[src/rtl/chat_message_deframer_top_assert.svh]
// assertion macros used by the deframer top
`ifndef CHAT_MESSAGE_DEFRAMER_TOP_ASSERT_SVH
`define CHAT_MESSAGE_DEFRAMER_TOP_ASSERT_SVH

// same-cycle implication, disabled while reset is high
`define CMD_ASSERT_IMP(name, clk, rst, ante, cons) \
   name: assert property (@(posedge clk) disable iff (rst) (ante) |-> (cons)) \
      else $error("deframer same-cycle check failed");

// next-cycle implication, disabled while reset is high
`define CMD_ASSERT_NEXT(name, clk, rst, ante, cons) \
   name: assert property (@(posedge clk) disable iff (rst) (ante) |=> (cons)) \
      else $error("deframer next-cycle check failed");

`endif

[src/rtl/cmd_pkg.sv]
package cmd_pkg;

   localparam int BUFFER_BYTES  = 1024;
   localparam int TYPE_LIMIT    = 31;
   localparam int NAME_LIMIT    = 31;
   localparam int ADDRESS_LIMIT = 15;

   // counters hold up to BUFFER_BYTES-1 and must also compare against the 8-bit limits
   localparam int CNT_W = ($clog2(BUFFER_BYTES) > 8) ? $clog2(BUFFER_BYTES) : 8;

   localparam logic [CNT_W-1:0] BUF_MAX   = CNT_W'(BUFFER_BYTES - 1);
   localparam logic [CNT_W-1:0] TYPE_MAX  = CNT_W'(TYPE_LIMIT);
   localparam logic [CNT_W-1:0] NAME_MAX  = CNT_W'(NAME_LIMIT);
   localparam logic [CNT_W-1:0] ADDR_MAX  = CNT_W'(ADDRESS_LIMIT);

   localparam logic [7:0] CHAR_PIPE = 8'h7C;
   localparam logic [7:0] CHAR_AT   = 8'h40;
   localparam logic [7:0] CHAR_NUL  = 8'h00;

   // bytes seen saturate here; fewer than this is a short message
   localparam logic [2:0] HDR_FULL  = 3'd7;
   localparam logic [2:0] MAGIC_END = 3'd3;

   typedef enum logic [2:0] {
      PH_MAGIC,
      PH_TYPE_SKIP,
      PH_TYPE,
      PH_SENDER_SKIP,
      PH_SENDER,
      PH_CONTENT
   } phase_type;

   typedef enum logic [2:0] {
      TAG_NONE,
      TAG_TYPE,
      TAG_NAME,
      TAG_ADDR,
      TAG_CONTENT
   } tag_type;

   typedef enum logic [2:0] {
      ST_OK,
      ST_SHORT,
      ST_MAGIC,
      ST_NO_TYPE,
      ST_NO_SENDER
   } status_type;

   typedef struct packed {
      tag_type    tag;
      logic [7:0] data;
      logic       eom;
      status_type status;
      logic       addr_unknown;
   } res_type;

endpackage

[src/rtl/cmd_parser.sv]
module cmd_parser (
   input  logic            clock,
   input  logic            reset,
   input  logic            csr_write_enable,
   input  logic [31:0]     csr_write_data,
   input  logic [7:0]      in_byte,
   input  logic            in_last,
   input  logic            advance,
   output logic            has_result,
   output cmd_pkg::res_type result
);
   import cmd_pkg::*;

   logic [31:0]      magic_ff;
   phase_type        phase_ff, phase_in, phase_nx;
   logic [2:0]       hdr_cnt_ff, hdr_cnt_in, hdr_cnt_nx;
   logic             magic_ok_ff, magic_ok_in, magic_ok_nx;
   logic [CNT_W-1:0] field_cnt_ff, field_cnt_in;
   logic [CNT_W-1:0] sender_cnt_ff, sender_cnt_in;
   logic             at_found_ff, at_found_in, at_found_nx;
   logic             text_ended_ff, text_ended_in;

   logic             is_pipe, is_nul, is_at;
   logic             active;
   logic             sender_byte;
   logic [CNT_W-1:0] snd_cnt_eff;
   logic             at_eff;
   logic             snd_room;
   logic [7:0]       magic_sel;
   tag_type          tag;
   status_type       status;

   assign is_pipe = (in_byte == CHAR_PIPE);
   assign is_nul  = (in_byte == CHAR_NUL);
   assign is_at   = (in_byte == CHAR_AT);
   assign active  = (phase_ff != PH_MAGIC) && !text_ended_ff && !is_nul;

   // the first sender byte starts a fresh sender
   assign sender_byte = active && !is_pipe &&
                        ((phase_ff == PH_SENDER_SKIP) || (phase_ff == PH_SENDER));
   assign snd_cnt_eff = (phase_ff == PH_SENDER_SKIP) ? '0 : sender_cnt_ff;
   assign at_eff      = (phase_ff == PH_SENDER_SKIP) ? 1'b0 : at_found_ff;
   assign snd_room    = (snd_cnt_eff < BUF_MAX);

   always_comb begin
      case (hdr_cnt_ff[1:0])
         2'd0:    magic_sel = magic_ff[31:24];
         2'd1:    magic_sel = magic_ff[23:16];
         2'd2:    magic_sel = magic_ff[15:8];
         default: magic_sel = magic_ff[7:0];
      endcase
   end

   // next state
   always_comb begin
      phase_nx      = phase_ff;
      magic_ok_nx   = magic_ok_ff;
      at_found_nx   = at_found_ff;
      field_cnt_in  = field_cnt_ff;
      sender_cnt_in = sender_cnt_ff;
      text_ended_in = text_ended_ff;
      hdr_cnt_nx    = (hdr_cnt_ff == HDR_FULL) ? HDR_FULL : hdr_cnt_ff + 3'd1;

      if (phase_ff == PH_MAGIC) begin
         if (magic_sel != in_byte) begin
            magic_ok_nx = 1'b0;
         end
         if (hdr_cnt_ff >= MAGIC_END) begin
            phase_nx = PH_TYPE_SKIP;
         end
      end else if (!text_ended_ff && is_nul) begin
         text_ended_in = 1'b1;
      end else if (active) begin
         case (phase_ff)
            PH_TYPE_SKIP: begin
               if (!is_pipe) begin
                  phase_nx     = PH_TYPE;
                  field_cnt_in = CNT_W'(1);
               end
            end
            PH_TYPE: begin
               if (is_pipe) begin
                  phase_nx = PH_SENDER_SKIP;
               end else if (field_cnt_ff < TYPE_MAX) begin
                  field_cnt_in = field_cnt_ff + CNT_W'(1);
               end
            end
            PH_SENDER_SKIP, PH_SENDER: begin
               if (is_pipe && phase_ff == PH_SENDER) begin
                  phase_nx     = PH_CONTENT;
                  field_cnt_in = '0;
               end else if (!is_pipe) begin
                  phase_nx      = PH_SENDER;
                  sender_cnt_in = snd_cnt_eff;
                  at_found_nx   = at_eff;
                  if (snd_room) begin
                     if (!at_eff && is_at) begin
                        at_found_nx  = 1'b1;
                        field_cnt_in = '0;
                     end else if (at_eff && field_cnt_ff < ADDR_MAX) begin
                        field_cnt_in = field_cnt_ff + CNT_W'(1);
                     end
                     sender_cnt_in = snd_cnt_eff + CNT_W'(1);
                  end
               end
            end
            default: begin
               if (field_cnt_ff < BUF_MAX) begin
                  field_cnt_in = field_cnt_ff + CNT_W'(1);
               end
            end
         endcase
      end

      phase_in    = phase_nx;
      hdr_cnt_in  = hdr_cnt_nx;
      magic_ok_in = magic_ok_nx;
      at_found_in = at_found_nx;
      if (in_last) begin
         phase_in      = PH_MAGIC;
         hdr_cnt_in    = '0;
         magic_ok_in   = 1'b1;
         at_found_in   = 1'b0;
         field_cnt_in  = '0;
         sender_cnt_in = '0;
         text_ended_in = 1'b0;
      end
   end

   // outputs
   always_comb begin
      tag = TAG_NONE;
      if (active) begin
         case (phase_ff)
            PH_TYPE_SKIP: begin
               if (!is_pipe) begin
                  tag = TAG_TYPE;
               end
            end
            PH_TYPE: begin
               if (!is_pipe && field_cnt_ff < TYPE_MAX) begin
                  tag = TAG_TYPE;
               end
            end
            PH_SENDER_SKIP, PH_SENDER: begin
               if (sender_byte && snd_room) begin
                  if (!at_eff && !is_at && snd_cnt_eff < NAME_MAX) begin
                     tag = TAG_NAME;
                  end else if (at_eff && field_cnt_ff < ADDR_MAX) begin
                     tag = TAG_ADDR;
                  end
               end
            end
            PH_CONTENT: begin
               if (field_cnt_ff < BUF_MAX) begin
                  tag = TAG_CONTENT;
               end
            end
            default: tag = TAG_NONE;
         endcase
      end

      status = ST_OK;
      if (in_last) begin
         if (hdr_cnt_nx < HDR_FULL) begin
            status = ST_SHORT;
         end else if (!magic_ok_nx) begin
            status = ST_MAGIC;
         end else if (phase_nx == PH_MAGIC || phase_nx == PH_TYPE_SKIP) begin
            status = ST_NO_TYPE;
         end else if (phase_nx == PH_TYPE || phase_nx == PH_SENDER_SKIP) begin
            status = ST_NO_SENDER;
         end
      end

      has_result          = (tag != TAG_NONE) || in_last;
      result.tag          = tag;
      result.data         = (tag == TAG_NONE) ? CHAR_NUL : in_byte;
      result.eom          = in_last;
      result.status       = status;
      result.addr_unknown = in_last && (status == ST_OK) && !at_found_nx;
   end

   always_ff @(posedge clock) begin
      if (reset) begin
         magic_ff      <= '0;
         phase_ff      <= PH_MAGIC;
         hdr_cnt_ff    <= '0;
         magic_ok_ff   <= 1'b1;
         field_cnt_ff  <= '0;
         sender_cnt_ff <= '0;
         at_found_ff   <= 1'b0;
         text_ended_ff <= 1'b0;
      end else begin
         if (csr_write_enable) begin
            magic_ff <= csr_write_data;
         end
         if (advance) begin
            phase_ff      <= phase_in;
            hdr_cnt_ff    <= hdr_cnt_in;
            magic_ok_ff   <= magic_ok_in;
            field_cnt_ff  <= field_cnt_in;
            sender_cnt_ff <= sender_cnt_in;
            at_found_ff   <= at_found_in;
            text_ended_ff <= text_ended_in;
         end
      end
   end

endmodule

[src/rtl/cmd_out_reg.sv]
module cmd_out_reg (
   input  logic             clock,
   input  logic             reset,
   input  logic             load,
   input  cmd_pkg::res_type res_in,
   input  logic             rsp_stall,
   output logic             rsp_valid,
   output logic             slot_free,
   output cmd_pkg::res_type res_out
);
   import cmd_pkg::*;

   logic    valid_ff, valid_in;
   res_type res_ff;

   // slot frees in the same cycle the waiting result is taken
   assign slot_free = !valid_ff || !rsp_stall;

   always_comb begin
      valid_in = valid_ff;
      if (load) begin
         valid_in = 1'b1;
      end else if (!rsp_stall) begin
         valid_in = 1'b0;
      end
   end

   always_ff @(posedge clock) begin
      if (reset) begin
         valid_ff <= 1'b0;
      end else begin
         valid_ff <= valid_in;
      end
   end

   always_ff @(posedge clock) begin
      if (load) begin
         res_ff <= res_in;
      end
   end

   assign rsp_valid = valid_ff;
   assign res_out   = res_ff;

endmodule

[src/rtl/chat_message_deframer_top.sv]
// channel   direction  handshake              payload
// req       in         req_valid / req_stall  req_data_byte, req_last_byte
// rsp       out        rsp_valid / rsp_stall  rsp_field_tag, rsp_out_byte,
//                                             rsp_end_of_message, rsp_status,
//                                             rsp_address_unknown
// csr       in         csr_write_enable       csr_write_data (magic word)
//
// one byte per cycle unless stalled; results pass the input then the output register
// bytes that give no result pass through without needing the output slot
// reset is synchronous and returns the parser to the magic phase, magic word 0
// a stalled output holds its result while the input register takes one more request
`include "chat_message_deframer_top_assert.svh"

module chat_message_deframer_top (
   input  logic        clock,
   input  logic        reset,
   input  logic        req_valid,
   output logic        req_stall,
   input  logic [7:0]  req_data_byte,
   input  logic        req_last_byte,
   output logic        rsp_valid,
   input  logic        rsp_stall,
   output logic [2:0]  rsp_field_tag,
   output logic [7:0]  rsp_out_byte,
   output logic        rsp_end_of_message,
   output logic [2:0]  rsp_status,
   output logic        rsp_address_unknown,
   input  logic        csr_write_enable,
   input  logic [31:0] csr_write_data
);
   import cmd_pkg::*;

   logic       in_valid_ff, in_valid_in;
   logic [7:0] in_byte_ff;
   logic       in_last_ff;
   logic       req_take;
   logic       advance;
   logic       has_result;
   logic       slot_free;
   res_type    par_res;
   res_type    rsp_res;

   assign advance   = in_valid_ff && (!has_result || slot_free);
   assign req_stall = in_valid_ff && !advance;
   assign req_take  = req_valid && !req_stall;

   always_comb begin
      in_valid_in = in_valid_ff;
      if (req_take) begin
         in_valid_in = 1'b1;
      end else if (advance) begin
         in_valid_in = 1'b0;
      end
   end

   always_ff @(posedge clock) begin
      if (reset) begin
         in_valid_ff <= 1'b0;
      end else begin
         in_valid_ff <= in_valid_in;
      end
   end

   always_ff @(posedge clock) begin
      if (req_take) begin
         in_byte_ff <= req_data_byte;
         in_last_ff <= req_last_byte;
      end
   end

   cmd_parser u_parser (
      .clock            (clock),
      .reset            (reset),
      .csr_write_enable (csr_write_enable),
      .csr_write_data   (csr_write_data),
      .in_byte          (in_byte_ff),
      .in_last          (in_last_ff),
      .advance          (advance),
      .has_result       (has_result),
      .result           (par_res)
   );

   cmd_out_reg u_out_reg (
      .clock     (clock),
      .reset     (reset),
      .load      (advance && has_result),
      .res_in    (par_res),
      .rsp_stall (rsp_stall),
      .rsp_valid (rsp_valid),
      .slot_free (slot_free),
      .res_out   (rsp_res)
   );

   assign rsp_field_tag       = rsp_res.tag;
   assign rsp_out_byte        = rsp_res.data;
   assign rsp_end_of_message  = rsp_res.eom;
   assign rsp_status          = rsp_res.status;
   assign rsp_address_unknown = rsp_res.addr_unknown;

   // a held request is never dropped
   `CMD_ASSERT_NEXT(a_held_kept, clock, reset, in_valid_ff && !advance, in_valid_ff)
   // a result without a byte only exists to close a message
   `CMD_ASSERT_IMP(a_empty_is_eom, clock, reset,
      rsp_valid && rsp_res.tag == TAG_NONE, rsp_res.eom)
   // status only rides on the closing result
   `CMD_ASSERT_IMP(a_status_on_eom, clock, reset,
      rsp_valid && rsp_res.status != ST_OK, rsp_res.eom)
   // unknown address only on a good closing result
   `CMD_ASSERT_IMP(a_addr_unknown_ok, clock, reset,
      rsp_valid && rsp_res.addr_unknown, rsp_res.eom && rsp_res.status == ST_OK)

endmodule

[config.mk]
export PLATFORM = sky130hd
export DESIGN_NAME = chat_message_deframer_top
export DESIGN_NICKNAME = d
export VERILOG_FILES = /design/src/rtl/cmd_pkg.sv /design/src/rtl/cmd_parser.sv /design/src/rtl/cmd_out_reg.sv /design/src/rtl/chat_message_deframer_top.sv
export VERILOG_INCLUDE_DIRS = /design/src /design/src/rtl
export SDC_FILE = /design/constraint.sdc
export NUM_CORES = 1
export LEC_CHECK = 0
export BUFFER_PORTS_ARGS = -buffer_cell sky130_fd_sc_hd__buf_2
export CORE_AREA = 5 5 95 97
export DETAILED_ROUTE_END_ITERATION = 10
export DIE_AREA = 0 0 100 102
export PLACE_DENSITY = 0.78
export SYNTH_ARGS = -nofsm -noshare
export SYNTH_HDL_FRONTEND = slang
export SYNTH_HIERARCHICAL = 1
export SYNTH_SLANG_ARGS = --single-unit
[constraint.sdc]
create_clock -name clock -period 5.23 [get_ports clock]
set_clock_uncertainty 0.1 [all_clocks]
set_input_delay 1.046 -clock clock [delete_from_list [all_inputs] [get_ports clock]]
set_output_delay 1.046 -clock clock [all_outputs]
set_load 0.02 [all_outputs]
==> results.ini <==
[setup_path]
path_class=flip-flop to output port
worstPathArrival_ns=3.42
end_kind=output port
critical_path.max_fanout=14
cpPeakStageDelay_ns=0.59
rr_worst_depth=15
crit-reg2reg-launch=u_parser/phase_ff[2]
cp_slowest_cell=dfxtp_1
r2r-end=u_parser/sender_cnt_ff[7]
required_ns=4.08
crit_path_cell_trace=nand3b_1 -> and2_1 -> ha_1 -> nand4_1 -> or4_4 -> a32oi_1 -> o211ai_1 -> nand2b_1 -> nand2_1 -> nor2_1 -> buf_2
r2r_setup_slack_ns=0.73
start_kind=flip-flop

[synthesis]
netlist_area_sq_um=4430
ys_warn_count=6
synth_edf_count=25
yosysUniqueCellTypes=67
ys_seq_area_share_pct=45.4
synth_nets=516
synth_ff_type=dfxtp_1
ys_ff_latch=88
synthArstFlopShare_pct=0
synthCells=464
syn_area_per_cell_sq_um=9.56

[global_route]
grt_start_max_net_pins=51
globalRouteOverflowTotal=0
antenna_found_initial=0
grt_pass1_vias=3533
grt_pass1_wl_um=16900
grt_usage_pct=20.8

[route]
routed_wirelength_um=10300
wire_per_inst_um=16.4
drcViolationCount=0
vias=3762
dr.first_iter.drc_count=215
drt_pre_antenna_iters=7
routed_via_density=6.02
postRouteAntennaNets=0

[pwr]
powerDensity_nw_per_um2=269
total_power_uw=1340
peakVddDrop_v=0.000155
power_leakage_uw=0.00201

[clock_tree]
cts_buffers=9
cts_resized=0
cts-htree-levels=3
cts_hold_buf=0
clockBufferDepth=2
clock-sinks=88
cts.clk_slew.worst_paths_ns=0.09
cts_root_buf=clkbuf_8
cts_setup_buffers=0
clock_latency_ns=0.36
cts_tree=done

[sta]
setup_tns_ns=0
fmax_ghz=0.219
tightestPinTransition_ns=0.914
rsz0062_at_grt=false
min_period_ns=4.57
maxSlewHeadroom_pct=39.1
hold_viol_final=0
post-route-period-util_pct=87.3
setup_viol=0
slew_viol_final=0

[hold_path]
hold_path_end=u_parser/sender_cnt_ff[0]
hp-start=u_parser/sender_cnt_ff[0]
hold_class=flip-flop to flip-flop
hold_depth=2

[cells_and_area]
fin_util_pct=61.9
nets=567
diodes=0
synthToLayoutAreaGrowth_pct=12.4
drive_gt1_share_pct=18.1
fill_cells=678

[floorplan]
core_sq_um=8050
io_pins=64
num_rows=33
initial_utilization_pct=55.1
fp.dieW_um=100
dieArea_sq_um=10200
die_h_um=102

[placed_design]
gp_congestion=0.919
dp_hpwl_um=7410
numPortBuffers=63

[job]
drv_cap=0

[status]
outcome=completed

## cell type report
class | count | area, sq um | area share (%)
multi-input combinational | 325 | 2200 | 44.1
sequential | 88 | 2010 | 40.4
timing repair buffer | 67 | 345 | 6.93
tap | 105 | 131 | 2.64
clock buffer | 10 | 129 | 2.59
inverter | 24 | 90.1 | 1.81
clock inverter | 6 | 76.3 | 1.53
## worst max path at each step
stage	cells past startpoint	from	end	slack, ns
global placement	15	u_parser/phase_ff[2]	u_parser/sender_cnt_ff[7]	0.96
CTS	11	u_parser/phase_ff[2]	req_stall	0.65
detailed placement	15	u_parser/phase_ff[2]	u_parser/sender_cnt_ff[7]	0.82
floorplan	18	u_parser/phase_ff[1]	u_parser/sender_cnt_ff[7]	1.04
global route	15	u_parser/phase_ff[2]	u_parser/sender_cnt_ff[5]	0.31
finish	11	u_parser/phase_ff[2]	req_stall	0.66
## sequential cells by signal, indices dropped and copies added, names as in the netlist
name	flops
u_parser/phase_ff	3
u_out_reg/rsp_valid	1
u_parser/at_found_ff	1
u_parser/sender_cnt_ff	10
u_out_reg/res_out	16
u_parser/field_cnt_ff	10
u_parser/magic_ff	32
u_parser/magic_ok_ff	1
u_parser/hdr_cnt_ff	3
u_parser/text_ended_ff	1
in_valid_ff	1
in_last_ff	1
in_byte_ff	8
## power breakdown
group / internal, uW / total [uW] / switching (uW)
logic: 50.9 / 116 / 64.7
clock network: 230 / 486 / 256
registers: 723 / 741 / 17.5
## per-layer routing
metal | up-vias | wire length (um) | share of wire, % | track usage [%]
met5 | - | 0 | 0 | 0
met4 | 0 | 242 | 2.4 | 8.19
met3 | 25 | 746 | 7.3 | 5.32
met2 | 145 | 4760 | 46 | 33.7
met1 | 1773 | 4520 | 44 | 26.7
li1 | 1819 | - | - | -
## critical path: cells and delay by family (launching register included)
family / cells / cell delay, ns
AOI/OAI and AO/OA: 2 / 0.50
adders and majority gates: 1 / 0.23
buffers and inverters: 1 / 0.16
DFF: 1 / 0.59
and+or+nand+nor: 7 / 1.59
## cell usage after synthesis, types with 4 or more instances
library cell / n / area share, %
clkbuf_1: 15 / 1.3
and2_1: 13 / 1.8
and3_1: 8 / 1.1
o2bb2ai_1: 5 / 0.99
edfxtp_1: 25 / 17
o211ai_1: 5 / 0.85
a31oi_1: 10 / 1.4
nor3_1: 11 / 1.2
inv_1: 24 / 2.0
buf_2: 4 / 0.45
a21oi_1: 17 / 1.9
nand3_1: 12 / 1.4
o22ai_1: 5 / 0.71
xnor2_1: 10 / 2.0
dfxtp_1: 63 / 28
a222oi_1: 8 / 1.8
buf_1: 4 / 0.34
a22o_1: 12 / 2.4
a32oi_1: 4 / 0.79
nand4_1: 9 / 1.3
mux2i_1: 41 / 9.3
nand2_1: 24 / 2.0
o21ai_0: 4 / 0.45
ha_1: 6 / 1.7
nor2_1: 65 / 5.5
## layout by cell type (no fill, tap or decap), drive strengths merged, types with 6 or more instances in the layout
cell type and count:
buf 67, a22o 12, clkbuf 10, and2 13
mux2i 41, nor3 11, xnor2 10, inv 26
nand2 24, edfxtp 25, nand4 9, dfxtp 63
a31oi 10, nand3 12, ha 6, and3 9
a21oi 17, a222oi 8, nor2 66
## cell families (layout without fill, tap and decap cells)
kind of cell               Yosys count  after routing  synth area share [%]
AOI/OAI and AO/OA                   98             98                  17.3
xor gates and xnor gates            10             10                  1.98
adders and majority gates            6              6                  1.69
buffers and inverters               51            107                  5.02
DFF                                 88             88                  45.4
muxes                               42             42                  9.51
and+or+nand+nor                    169            169                  19.1
## per-stage QoR
| stage | instance area, sq um | std cells | setup slack (ns) | hold slack, ns |
|---|---|---|---|---|
| 2_1_floorplan | 4430 | 464 | 1.04 | 0.356 |
| 3_3_place_gp | 4780 | 609 | 0.963 | 0.371 |
| 3_5_place_dp | 4780 | 609 | 0.825 | 0.381 |
| 4_1_cts | 4980 | 625 | 0.645 | 0.393 |
| 5_1_grt | 4980 | 625 | 0.309 | 0.413 |
| 6_report | 4980 | 625 | 0.662 | 0.392 |
No activity file was read; power rests on OpenSTA's default activity.
